File: config.mk
export PLATFORM = sky130hd
export DESIGN_NAME = periodic_task_scheduler
export DESIGN_NICKNAME = d
export VERILOG_FILES = /design/src/rtl/pts_pkg.sv /design/src/rtl/pts_front.sv /design/src/rtl/pts_div.sv /design/src/rtl/pts_back.sv /design/src/rtl/periodic_task_scheduler.sv
export VERILOG_INCLUDE_DIRS = /design/src /design/src/rtl
export SDC_FILE = /design/constraint.sdc
export NUM_CORES = 2
export LEC_CHECK = 0
export BUFFER_PORTS_ARGS = -buffer_cell sky130_fd_sc_hd__buf_4
export CAP_MARGIN = 0
export CORE_ASPECT_RATIO = 0.7
export CORE_MARGIN = 8
export CORE_UTILIZATION = 55
export CTS_BUF_LIST = sky130_fd_sc_hd__clkbuf_4
export DETAILED_ROUTE_END_ITERATION = 6
export PLACE_DENSITY = 0.7
export SYNTH_ARGS = -nofsm -noshare
export SYNTH_HDL_FRONTEND = slang
export SYNTH_SLANG_ARGS = --single-unit
File: constraint.sdc
create_clock -name clk -period 32 [get_ports clk]
set_input_delay 6.4 -clock clk [delete_from_list [all_inputs] [get_ports clk]]
set_output_delay 6.4 -clock clk [all_outputs]
set_load 0.005 [all_outputs]
File: src/rtl/periodic_task_scheduler_defines.svh
// Assertion macros shared by the scheduler RTL.
`ifndef PERIODIC_TASK_SCHEDULER_DEFINES_SVH
`define PERIODIC_TASK_SCHEDULER_DEFINES_SVH
// Implication checked on every clock edge outside reset.
`define PTS_ASSERT_IMP(label, ante, cons) \
  label: assert property (@(posedge clk) disable iff (!rst_n) (ante) |-> (cons)) \
    else $error("assertion failed");
// Next-cycle implication checked outside reset.
`define PTS_ASSERT_NXT(label, ante, cons) \
  label: assert property (@(posedge clk) disable iff (!rst_n) (ante) |=> (cons)) \
    else $error("assertion failed");
`endif

File: src/rtl/pts_pkg.sv
// Package with types, codes and helpers for the periodic task scheduler.
package pts_pkg;
  localparam int SLOTS = 8;
  localparam int SW = 3;
  localparam logic [16:0] CPMS_RESET = 17'd16000;
  localparam logic [15:0] UNENDING = 16'hFFFF;

  typedef enum logic [1:0] {
    OP_ADD  = 2'd0,
    OP_TICK = 2'd1,
    OP_DONE = 2'd2,
    OP_NONE = 2'd3
  } op_t;

  typedef enum logic [2:0] {
    K_FIRED  = 3'd0,
    K_DROPS  = 3'd1,
    K_SUM    = 3'd2,
    K_ADDED  = 3'd3,
    K_BADPAR = 3'd4,
    K_FULL   = 3'd5,
    K_TERR   = 3'd6,
    K_ACK    = 3'd7
  } kind_t;

  typedef enum logic [1:0] {
    ST_EMPTY  = 2'd0,
    ST_NEW    = 2'd1,
    ST_READY  = 2'd2,
    ST_ACTIVE = 2'd3
  } slot_st_t;

  typedef enum logic [2:0] {
    B_IDLE, B_MUL, B_SLOT, B_DIV, B_SUM
  } bstate_t;

  typedef struct packed {
    logic [1:0]  op;
    logic [15:0] executions;
    logic [31:0] period_ms;
    logic [31:0] delay_ms;
    logic [31:0] elapsed_cycles;
    logic [2:0]  done_slot;
    logic [7:0]  done_code;
  } in_t;

  typedef struct packed {
    logic [2:0]  kind;
    logic [2:0]  slot;
    logic [15:0] value;
    logic [31:0] next_deadline;
    logic        deadline_valid;
    logic        last;
  } out_t;

  // One queued command after classification in the front part.
  typedef struct packed {
    op_t         op;
    logic        bad;
    logic [15:0] runs;
    logic [31:0] period_ms;
    logic [31:0] delay_ms;
    logic [31:0] elapsed;
    logic [2:0]  slot;
    logic [7:0]  code;
  } cmd_t;

  // Saturate a 49-bit product to 32 bits.
  function automatic logic [31:0] sat32(input logic [48:0] p);
    sat32 = (|p[48:32]) ? 32'hFFFF_FFFF : p[31:0];
  endfunction
endpackage

File: src/rtl/pts_front.sv
// Front part: accepts commands, classifies them and queues them for the back part.
module pts_front (
  input  logic           clk,
  input  logic           rst_n,
  input  logic           start,
  input  pts_pkg::in_t   in_data,
  output logic           busy,
  output logic           q_valid,
  output pts_pkg::cmd_t  q_data,
  input  logic           q_pop
);
  // Two-entry queue.
  pts_pkg::cmd_t q_r [2];
  logic [1:0] cnt_r, cnt_nxt;
  logic       rd_r, rd_nxt;
  logic       wr_r, wr_nxt;
  logic       push;
  pts_pkg::cmd_t c;

  assign busy = (cnt_r == 2'd2);
  assign push = start && !busy && (in_data.op != pts_pkg::OP_NONE);
  assign q_valid = (cnt_r != 2'd0);
  assign q_data = q_r[rd_r];

  always_comb begin
    c.op        = pts_pkg::op_t'(in_data.op);
    c.bad       = (in_data.period_ms == 32'd0) && (in_data.executions != 16'd1);
    c.runs      = (in_data.executions == 16'd0) ? pts_pkg::UNENDING : in_data.executions;
    c.period_ms = in_data.period_ms;
    c.delay_ms  = in_data.delay_ms;
    c.elapsed   = in_data.elapsed_cycles;
    c.slot      = in_data.done_slot;
    c.code      = in_data.done_code;
    cnt_nxt = cnt_r + {1'b0, push} - {1'b0, q_pop};
    rd_nxt  = rd_r ^ q_pop;
    wr_nxt  = wr_r ^ push;
  end

  always_ff @(posedge clk) begin
    if (!rst_n) begin
      cnt_r <= 2'd0;
      rd_r  <= 1'b0;
      wr_r  <= 1'b0;
    end else begin
      cnt_r <= cnt_nxt;
      rd_r  <= rd_nxt;
      wr_r  <= wr_nxt;
    end
  end

  always_ff @(posedge clk) begin
    if (push) begin
      q_r[wr_r] <= c;
    end
  end
endmodule

File: src/rtl/pts_div.sv
// Radix-2 restoring divider, one quotient bit per cycle.
module pts_div (
  input  logic        clk,
  input  logic        rst_n,
  input  logic        go,
  input  logic [31:0] num,
  input  logic [31:0] den,
  output logic        done,
  output logic [31:0] quo,
  output logic [31:0] rem
);
  logic [31:0] q_r, q_nxt;
  logic [32:0] r_r, r_nxt;
  logic [5:0]  n_r, n_nxt;
  logic        act_r, act_nxt;
  logic [32:0] sh;
  logic [31:0] d_r;

  assign done = act_r && (n_r == 6'd0);
  assign quo  = q_r;
  assign rem  = r_r[31:0];

  always_comb begin
    q_nxt = q_r;
    r_nxt = r_r;
    n_nxt = n_r;
    act_nxt = act_r;
    sh = {r_r[31:0], q_r[31]};
    if (go) begin
      q_nxt = num;
      r_nxt = 33'd0;
      n_nxt = 6'd32;
      act_nxt = 1'b1;
    end else if (act_r && n_r != 6'd0) begin
      if (sh >= {1'b0, d_r}) begin
        r_nxt = sh - {1'b0, d_r};
        q_nxt = {q_r[30:0], 1'b1};
      end else begin
        r_nxt = sh;
        q_nxt = {q_r[30:0], 1'b0};
      end
      n_nxt = n_r - 6'd1;
    end else if (done) begin
      act_nxt = 1'b0;
    end
  end

  always_ff @(posedge clk) begin
    if (!rst_n) begin
      act_r <= 1'b0;
      n_r   <= 6'd0;
    end else begin
      act_r <= act_nxt;
      n_r   <= n_nxt;
    end
  end

  always_ff @(posedge clk) begin
    q_r <= q_nxt;
    r_r <= r_nxt;
    if (go) begin
      d_r <= den;
    end
  end
endmodule

File: src/rtl/pts_back.sv
// Back part: slot table, tick walk and result generation.
module pts_back (
  input  logic           clk,
  input  logic           rst_n,
  input  logic [16:0]    cpms,
  input  logic           q_valid,
  input  pts_pkg::cmd_t  q_data,
  output logic           q_pop,
  output logic           res_vld,
  output pts_pkg::out_t  res
);
  pts_pkg::bstate_t st_r, st_nxt;
  pts_pkg::slot_st_t sst_r [pts_pkg::SLOTS];
  logic [15:0] runs_r [pts_pkg::SLOTS];
  logic [31:0] cd_r   [pts_pkg::SLOTS];
  logic [31:0] per_r  [pts_pkg::SLOTS];
  logic        newp_r;
  pts_pkg::cmd_t cmd_r;
  logic [2:0]  idx_r;
  logic        msel_r;       // product 0 delay, 1 period
  logic [31:0] dcyc_r;
  logic [15:0] fired_r;
  logic [31:0] best_r;
  logic        have_r;
  logic        dgo;
  logic        ddone;
  logic [31:0] dq, drm;
  logic [48:0] prod;
  logic [2:0]  free_idx;
  logic        free_any;
  pts_pkg::out_t o_nxt;
  logic        ov_nxt;

  // Slot-walk combinational values for slot idx_r.
  pts_pkg::slot_st_t cs;
  logic [31:0] ccd, cper, nper;
  logic [15:0] crun, nrun;
  logic        due, fire, keep, is_last_slot;
  logic [31:0] over;
  logic [31:0] ncd;
  pts_pkg::slot_st_t nst;
  logic        emit_drops_div;
  logic        live;

  pts_div u_div (
    .clk(clk), .rst_n(rst_n), .go(dgo), .num(over), .den(per_r[idx_r]),
    .done(ddone), .quo(dq), .rem(drm)
  );

  assign prod = {17'd0, (msel_r ? cmd_r.period_ms : cmd_r.delay_ms)} * {32'd0, cpms};

  always_comb begin
    free_idx = 3'd0;
    free_any = 1'b0;
    for (int i = pts_pkg::SLOTS - 1; i >= 0; i--) begin
      if (sst_r[i] == pts_pkg::ST_EMPTY) begin
        free_idx = 3'(i);
        free_any = 1'b1;
      end
    end
  end

  always_comb begin
    cs   = sst_r[idx_r];
    if (newp_r && cs == pts_pkg::ST_NEW) begin
      cs = pts_pkg::ST_READY;
    end
    ccd  = cd_r[idx_r];
    cper = per_r[idx_r];
    crun = runs_r[idx_r];
    due  = (ccd <= cmd_r.elapsed);
    over = cmd_r.elapsed - ccd;
    fire = 1'b0;
    nrun = crun;
    ncd  = ccd;
    nper = cper;
    nst  = cs;
    emit_drops_div = 1'b0;
    if (cs == pts_pkg::ST_ACTIVE) begin
      if (!due) begin
        ncd = ccd - cmd_r.elapsed;
      end else begin
        fire = 1'b1;
      end
    end else if (cs == pts_pkg::ST_READY) begin
      nst = pts_pkg::ST_ACTIVE;
      if (ccd == 32'd0) begin
        fire = 1'b1;
        ncd = cper;
      end
    end
    if (fire && crun != pts_pkg::UNENDING) begin
      nrun = crun - 16'd1;
    end
    keep = (nrun != 16'd0);
    if (fire && keep && cs == pts_pkg::ST_ACTIVE) begin
      if (cper > over) begin
        ncd = cper - over;
      end else if (cper == 32'd0) begin
        ncd = 32'd0;
      end else begin
        emit_drops_div = 1'b1;
      end
    end
    if (fire && !keep) begin
      nst = pts_pkg::ST_EMPTY;
      nrun = 16'd0;
      ncd = 32'd0;
      nper = 32'd0;
    end
    live = (cs == pts_pkg::ST_ACTIVE || cs == pts_pkg::ST_READY)
        && (nst != pts_pkg::ST_EMPTY);
    is_last_slot = (idx_r == 3'(pts_pkg::SLOTS - 1));
  end

  always_comb begin
    st_nxt = st_r;
    q_pop = 1'b0;
    dgo = 1'b0;
    o_nxt = '0;
    ov_nxt = 1'b0;
    unique case (st_r)
      pts_pkg::B_IDLE: begin
        if (q_valid) begin
          q_pop = 1'b1;
          case (q_data.op)
            pts_pkg::OP_ADD: begin
              if (q_data.bad) begin
                ov_nxt = 1'b1;
                o_nxt.kind = pts_pkg::K_BADPAR;
                o_nxt.last = 1'b1;
              end else begin
                st_nxt = pts_pkg::B_MUL;
              end
            end
            pts_pkg::OP_TICK: st_nxt = pts_pkg::B_SLOT;
            default: begin
              ov_nxt = 1'b1;
              o_nxt.slot = q_data.slot;
              o_nxt.last = 1'b1;
              if (q_data.code >= 8'd2) begin
                o_nxt.kind = pts_pkg::K_TERR;
                o_nxt.value = {8'd0, q_data.code};
              end else begin
                o_nxt.kind = pts_pkg::K_ACK;
              end
            end
          endcase
        end
      end
      pts_pkg::B_MUL: begin
        if (msel_r) begin
          st_nxt = pts_pkg::B_IDLE;
          ov_nxt = 1'b1;
          o_nxt.last = 1'b1;
          if (free_any) begin
            o_nxt.kind = pts_pkg::K_ADDED;
            o_nxt.slot = free_idx;
          end else begin
            o_nxt.kind = pts_pkg::K_FULL;
          end
        end
      end
      pts_pkg::B_SLOT: begin
        if (fire) begin
          ov_nxt = 1'b1;
          o_nxt.kind = pts_pkg::K_FIRED;
          o_nxt.slot = idx_r;
        end
        if (emit_drops_div) begin
          st_nxt = pts_pkg::B_DIV;
          dgo = 1'b1;
        end else if (is_last_slot) begin
          st_nxt = pts_pkg::B_SUM;
        end
      end
      pts_pkg::B_DIV: begin
        if (ddone) begin
          ov_nxt = 1'b1;
          o_nxt.kind = pts_pkg::K_DROPS;
          o_nxt.slot = idx_r;
          o_nxt.value = (|dq[31:16]) ? 16'hFFFF : dq[15:0];
          st_nxt = is_last_slot ? pts_pkg::B_SUM : pts_pkg::B_SLOT;
        end
      end
      pts_pkg::B_SUM: begin
        st_nxt = pts_pkg::B_IDLE;
        ov_nxt = 1'b1;
        o_nxt.kind = pts_pkg::K_SUM;
        o_nxt.value = fired_r;
        o_nxt.next_deadline = have_r ? best_r : 32'd0;
        o_nxt.deadline_valid = have_r;
        o_nxt.last = 1'b1;
      end
      default: st_nxt = pts_pkg::B_IDLE;
    endcase
  end

  always_ff @(posedge clk) begin
    if (!rst_n) begin
      st_r    <= pts_pkg::B_IDLE;
      newp_r  <= 1'b0;
      res_vld <= 1'b0;
      msel_r  <= 1'b0;
      idx_r   <= 3'd0;
      fired_r <= 16'd0;
      have_r  <= 1'b0;
      for (int i = 0; i < pts_pkg::SLOTS; i++) begin
        sst_r[i] <= pts_pkg::ST_EMPTY;
      end
    end else begin
      st_r    <= st_nxt;
      res_vld <= ov_nxt;
      if (st_r == pts_pkg::B_IDLE && q_valid) begin
        msel_r  <= 1'b0;
        idx_r   <= 3'd0;
        fired_r <= 16'd0;
        have_r  <= 1'b0;
      end
      if (st_r == pts_pkg::B_MUL) begin
        msel_r <= 1'b1;
        if (msel_r && free_any) begin
          sst_r[free_idx] <= pts_pkg::ST_NEW;
          newp_r <= 1'b1;
        end
      end
      if (st_r == pts_pkg::B_IDLE && q_valid && q_data.op == pts_pkg::OP_DONE
          && q_data.code != 8'd0) begin
        sst_r[q_data.slot] <= pts_pkg::ST_EMPTY;
      end
      if (st_r == pts_pkg::B_SLOT) begin
        sst_r[idx_r] <= nst;
        if (fire) begin
          fired_r <= fired_r + 16'd1;
        end
        if (live && !emit_drops_div && (!have_r || ncd < best_r)) begin
          have_r <= 1'b1;
        end
        if (!emit_drops_div) begin
          idx_r <= idx_r + 3'd1;
        end
        if (is_last_slot && !emit_drops_div) begin
          newp_r <= 1'b0;
        end
      end
      if (st_r == pts_pkg::B_DIV && ddone) begin
        have_r <= 1'b1;
        idx_r  <= idx_r + 3'd1;
        if (is_last_slot) begin
          newp_r <= 1'b0;
        end
      end
    end
  end

  // Payload storage.
  always_ff @(posedge clk) begin
    res <= o_nxt;
    if (st_r == pts_pkg::B_IDLE && q_valid) begin
      cmd_r <= q_data;
      if (q_data.op == pts_pkg::OP_DONE && q_data.code != 8'd0) begin
        runs_r[q_data.slot] <= 16'd0;
        cd_r[q_data.slot]   <= 32'd0;
        per_r[q_data.slot]  <= 32'd0;
      end
    end
    if (st_r == pts_pkg::B_MUL) begin
      if (!msel_r) begin
        dcyc_r <= pts_pkg::sat32(prod);
      end else if (free_any) begin
        cd_r[free_idx]   <= dcyc_r;
        per_r[free_idx]  <= pts_pkg::sat32(prod);
        runs_r[free_idx] <= cmd_r.runs;
      end
    end
    if (st_r == pts_pkg::B_SLOT) begin
      runs_r[idx_r] <= nrun;
      per_r[idx_r]  <= nper;
      if (!emit_drops_div) begin
        cd_r[idx_r] <= ncd;
        if (live && (!have_r || ncd < best_r)) begin
          best_r <= ncd;
        end
      end
    end
    if (st_r == pts_pkg::B_DIV && ddone) begin
      cd_r[idx_r] <= cper - drm;
      if (!have_r || (cper - drm) < best_r) begin
        best_r <= cper - drm;
      end
    end
  end
endmodule

File: src/rtl/periodic_task_scheduler.sv
// Periodic task scheduler: the back part answers a completion or a bad add from
// its idle state, takes a good add through the multiplier for delay, then period,
// and walks a tick over every slot before it ends it with a summary; each overdue
// slot that must realign goes through the serial divider.
// A two-entry queue lets commands be taken while the back part works.
// Synchronous active-low reset empties all slots and sets cycles_per_ms to 16000.
`include "periodic_task_scheduler_defines.svh"
module periodic_task_scheduler (
  input  logic          clk,
  input  logic          rst_n,
  input  logic          start,
  output logic          busy,
  input  pts_pkg::in_t  in_data,
  output logic          out_valid,
  output pts_pkg::out_t out_data,
  input  logic          cfg_valid,
  output logic          cfg_ready,
  input  logic [16:0]   cfg_data
);
  logic [16:0] cpms_r;
  logic        q_valid, q_pop;
  pts_pkg::cmd_t q_data;

  assign cfg_ready = 1'b1;

  always_ff @(posedge clk) begin
    if (!rst_n) begin
      cpms_r <= pts_pkg::CPMS_RESET;
    end else if (cfg_valid && cfg_ready) begin
      cpms_r <= cfg_data;
    end
  end

  pts_front u_front (
    .clk(clk), .rst_n(rst_n), .start(start), .in_data(in_data), .busy(busy),
    .q_valid(q_valid), .q_data(q_data), .q_pop(q_pop)
  );

  pts_back u_back (
    .clk(clk), .rst_n(rst_n), .cpms(cpms_r), .q_valid(q_valid), .q_data(q_data),
    .q_pop(q_pop), .res_vld(out_valid), .res(out_data)
  );

  `PTS_ASSERT_IMP(a_pop_valid, q_pop, q_valid)
  `PTS_ASSERT_IMP(a_sum_last, out_valid && out_data.kind == pts_pkg::K_SUM, out_data.last)
  `PTS_ASSERT_NXT(a_busy_full, busy && !q_pop, busy)
endmodule
==> flow_metrics.tcl <==
set metrics [dict create \
    hp-class "flop to flop" \
    syn_area_sq_um 79400 \
    crit_slowest_cell "o221ai_1" \
    worstPathArrival_ns 13.91 \
    avgSynthCellArea_sq_um 11.8 \
    violations "DRC" \
    maxCapViolCount 0 \
    fp.dieArea_sq_um 157000 \
    start_kind "flop" \
    postSynth.asyncResetShare_pct 0 \
    gr-total-overflow 0 \
    syn-num-nets 7655 \
    clk_latency_ns 1.42 \
    criticalPathCategory "flop to flop" \
    cts_resized 0 \
    synth_top_area_share_pct 42.2 \
    grt_pass1_wl_microns 368000 \
    num_io_pins 205 \
    worstMarginPinSlew_ns 1.33 \
    gp_congestion 1.05 \
    cts_tree "yes" \
    synth-xor-area-share_pct 2.13 \
    outcome "finished with violations" \
    clock_sinks 1291 \
    crit_path_end_kind "flop" \
    grt_usage_pct 31.2 \
    synth-edff-count 1116 \
    syn_to_final_growth_pct 9.97 \
    slew_violations 0 \
    setup_tns_ns 0 \
    drc 2 \
    timing.rr.start "u_back.idx_r[1]$_SDFF_PN0_" \
    core_area_sq_um 143000 \
    period_share_pct 39.7 \
    clockBufferDepth 4 \
    wire_per_inst_microns 27.2 \
    grt_pass1_vias 55700 \
    antenna_found_initial 14 \
    dr.pass1.iters 7 \
    initial_core_util_pct 55.5 \
    drt-vias-per-instance 6.25 \
    synth_cell_types 97 \
    wl_microns 250000 \
    io_buffers 203 \
    numCtsBuffers 327 \
    r2r_cells 42 \
    die_h_microns 334 \
    synthTopCellsByArea "edfxtp_1 (42%), fa_1 (11%), ha_1 (5.6%)" \
    drive_gt1_share_pct 17.5 \
    worst_clock_skew_ns 0.177 \
    final_net_count 8002 \
    fin_crit_ns 12.70 \
    layout_common_cells "edfxtp_1 (1,116), inv_1 (762), nand2_1 (599), clkbuf_4 (482), fa_1 (454)" \
    hold_end "u_back.res[17]$_SDFF_PN0_" \
    seq_area_frac_synth_pct 46.6 \
    hold_start "u_back.best_r[15]$_DFF_P_" \
    yosys.area.top_type "edfxtp_1" \
    htree_levels 5 \
    synth-simple-area-share_pct 11.1 \
    synth_seq_cells 1291 \
    core.rowCount 116 \
    grt_max_degree 118 \
    final_common_cell "edfxtp_1" \
    min_delay_path_depth 1 \
    cp.required_ns 33.21 \
    final-hold-violation-count 0 \
    multi_input_area_sq_um 38400 \
    post_cts_buffers 0 \
    synth_compound_gate_area_share_pct 9.48 \
    seqCellArea_sq_um 37000 \
    path_clk_slew_ns 0.07 \
    yosysWarnings 0 \
    crit_top_cell "a21o_1" \
    dp_hpwl_microns 186000 \
    antenna_left 0 \
    worst_path_largest_cell_delay_ns 0.86 \
    r2r_setup_slack_ns 19.30 \
    num-fill-cells 11400 \
    dieWidth_microns 470 \
    finalSetupViolCount 0 \
    synth_top_flop_cell "edfxtp_1" \
    synthAdderAreaFrac_pct 17.1 \
    reg2reg_to "u_back.best_r[3]$_DFF_P_" \
    vias 57400 \
    synth_mux_area_share_pct 8.36 \
    synth_top_family_by_area "adder cells" \
    slew_headroom_pct 10.8 \
    netlist_instances 6702 \
    detail_route.iter0.violations 7161 \
    critPathMaxFanout 56 \
    cts_root_buffer "clkbuf_4" \
    rsz0062_at_grt "no" \
    max_freq_ghz 0.0787 \
    ctsHoldBuffers 0 \
]
## critical path: cells and delay by family (launching register included)
kind            cells  cell delay [ns]
buf+inv             3             1.02
fa+ha+maj           3             1.15
simple gates        9             2.02
mux                 2             0.79
compound gates     24             6.56
flops               1             0.82
xor+xnor            1             0.11
## cells by family after synthesis
kind of cell / Yosys count
simple gates: 1760
flops: 1291
compound gates: 1125
buf+inv: 1072
fa+ha+maj: 810
mux: 450
xor+xnor: 193
other cells: 1
## registers in the layout, summed over array words and instances, names as in the netlist, 2 cells and up, named ones only
register / count
u_back.cd_r: 256
u_back.per_r: 256
u_front.q_r: 252
u_back.runs_r: 128
u_back.cmd_r: 112
u_back.res: 56
u_back.best_r: 32
u_back.dcyc_r: 32
u_back.u_div.d_r: 32
u_back.u_div.quo: 32
u_back.u_div.r_r: 32
cpms_r: 17
u_back.fired_r: 16
u_back.sst_r: 16
u_back.u_div.n_r: 6
u_back.idx_r: 3
u_back.st_r: 3
u_front.cnt_r: 2
## stage by stage
step           util, %  setup WS (ns)  hold WS (ns)  area [sq um]  cells
5_1_grt           61.0          19.00         0.509         87300   9173
4_1_cts           61.0          19.89         0.490         87200   9165
2_1_floorplan        -          20.47         0.430         79400   6702
3_5_place_dp      58.1          19.97         0.475         83100   8607
6_report          61.0          19.30         0.502         87300   9182
3_3_place_gp      58.1          20.06         0.471         83100   8607
## Yosys cell counts, types with 19 or more instances
| cell | number |
|---|---|
| nand3_1 | 98 |
| o211ai_1 | 34 |
| a21o_1 | 102 |
| fa_1 | 454 |
| mux4_2 | 151 |
| nand2b_1 | 72 |
| nand2_1 | 601 |
| inv_1 | 764 |
| and2_1 | 246 |
| a211oi_1 | 66 |
| nand4_1 | 55 |
| and3_1 | 37 |
| dfxtp_1 | 175 |
| xnor2_1 | 127 |
| nor2b_1 | 108 |
| a31oi_1 | 23 |
| nor3_1 | 97 |
| buf_2 | 28 |
| mux2_2 | 175 |
| o21ai_0 | 249 |
| or2_2 | 31 |
| o21a_1 | 40 |
| xor2_1 | 66 |
| nor4_1 | 57 |
| o2bb2ai_1 | 31 |
| o22ai_1 | 21 |
| a22oi_1 | 49 |
| mux2i_1 | 122 |
| nor3b_1 | 19 |
| edfxtp_1 | 1116 |
| o221a_2 | 24 |
| or4_1 | 24 |
| a21oi_1 | 263 |
| or3_1 | 26 |
| nor2_1 | 252 |
| ha_1 | 353 |
| o21bai_1 | 33 |
| clkbuf_1 | 244 |
## final cells by class
| class | count | share of cell area, % |
|---|---|---|
| antenna | 16 | 0.0459 |
| clock buffer | 482 | 4.15 |
| clock inverter | 76 | 0.588 |
| inverter | 765 | 3.29 |
| multi-input combinational | 4339 | 44.0 |
| sequential | 1291 | 42.4 |
| tap | 1888 | 2.71 |
| timing repair buffer | 325 | 2.84 |
## layer usage
layer  share of wire (%)  GRT usage [%]  wire length, microns  vias up
met2                  40           42.4                 99300     3665
met5               0.017              0                    43        -
met3                  14           11.4                 35500      472
met4                 3.1           9.59                  7680        2
met1                  43           46.6                107000    28500
li1                    -              -                     -    24700
## worst max path at each step
stage / start / endpoint / slack, ns / cells past startpoint
2_1_floorplan: u_back.idx_r[0]$_SDFF_PN0_ / u_back.cd_r[5][0]$_DFFE_PP_ / 20.47 / 41
3_3_place_gp: u_back.idx_r[1]$_SDFF_PN0_ / u_back.best_r[23]$_DFF_P_ / 20.06 / 42
3_5_place_dp: u_back.idx_r[1]$_SDFF_PN0_ / u_back.best_r[23]$_DFF_P_ / 19.97 / 44
4_1_cts: u_back.idx_r[1]$_SDFF_PN0_ / u_back.best_r[3]$_DFF_P_ / 19.89 / 44
5_1_grt: u_back.idx_r[1]$_SDFF_PN0_ / u_back.best_r[3]$_DFF_P_ / 19.00 / 44
6_report: u_back.idx_r[1]$_SDFF_PN0_ / u_back.best_r[3]$_DFF_P_ / 19.30 / 42
Power is not shown: default switching activity piles up to over one toggle a cycle in this logic, so the estimate is an artifact.
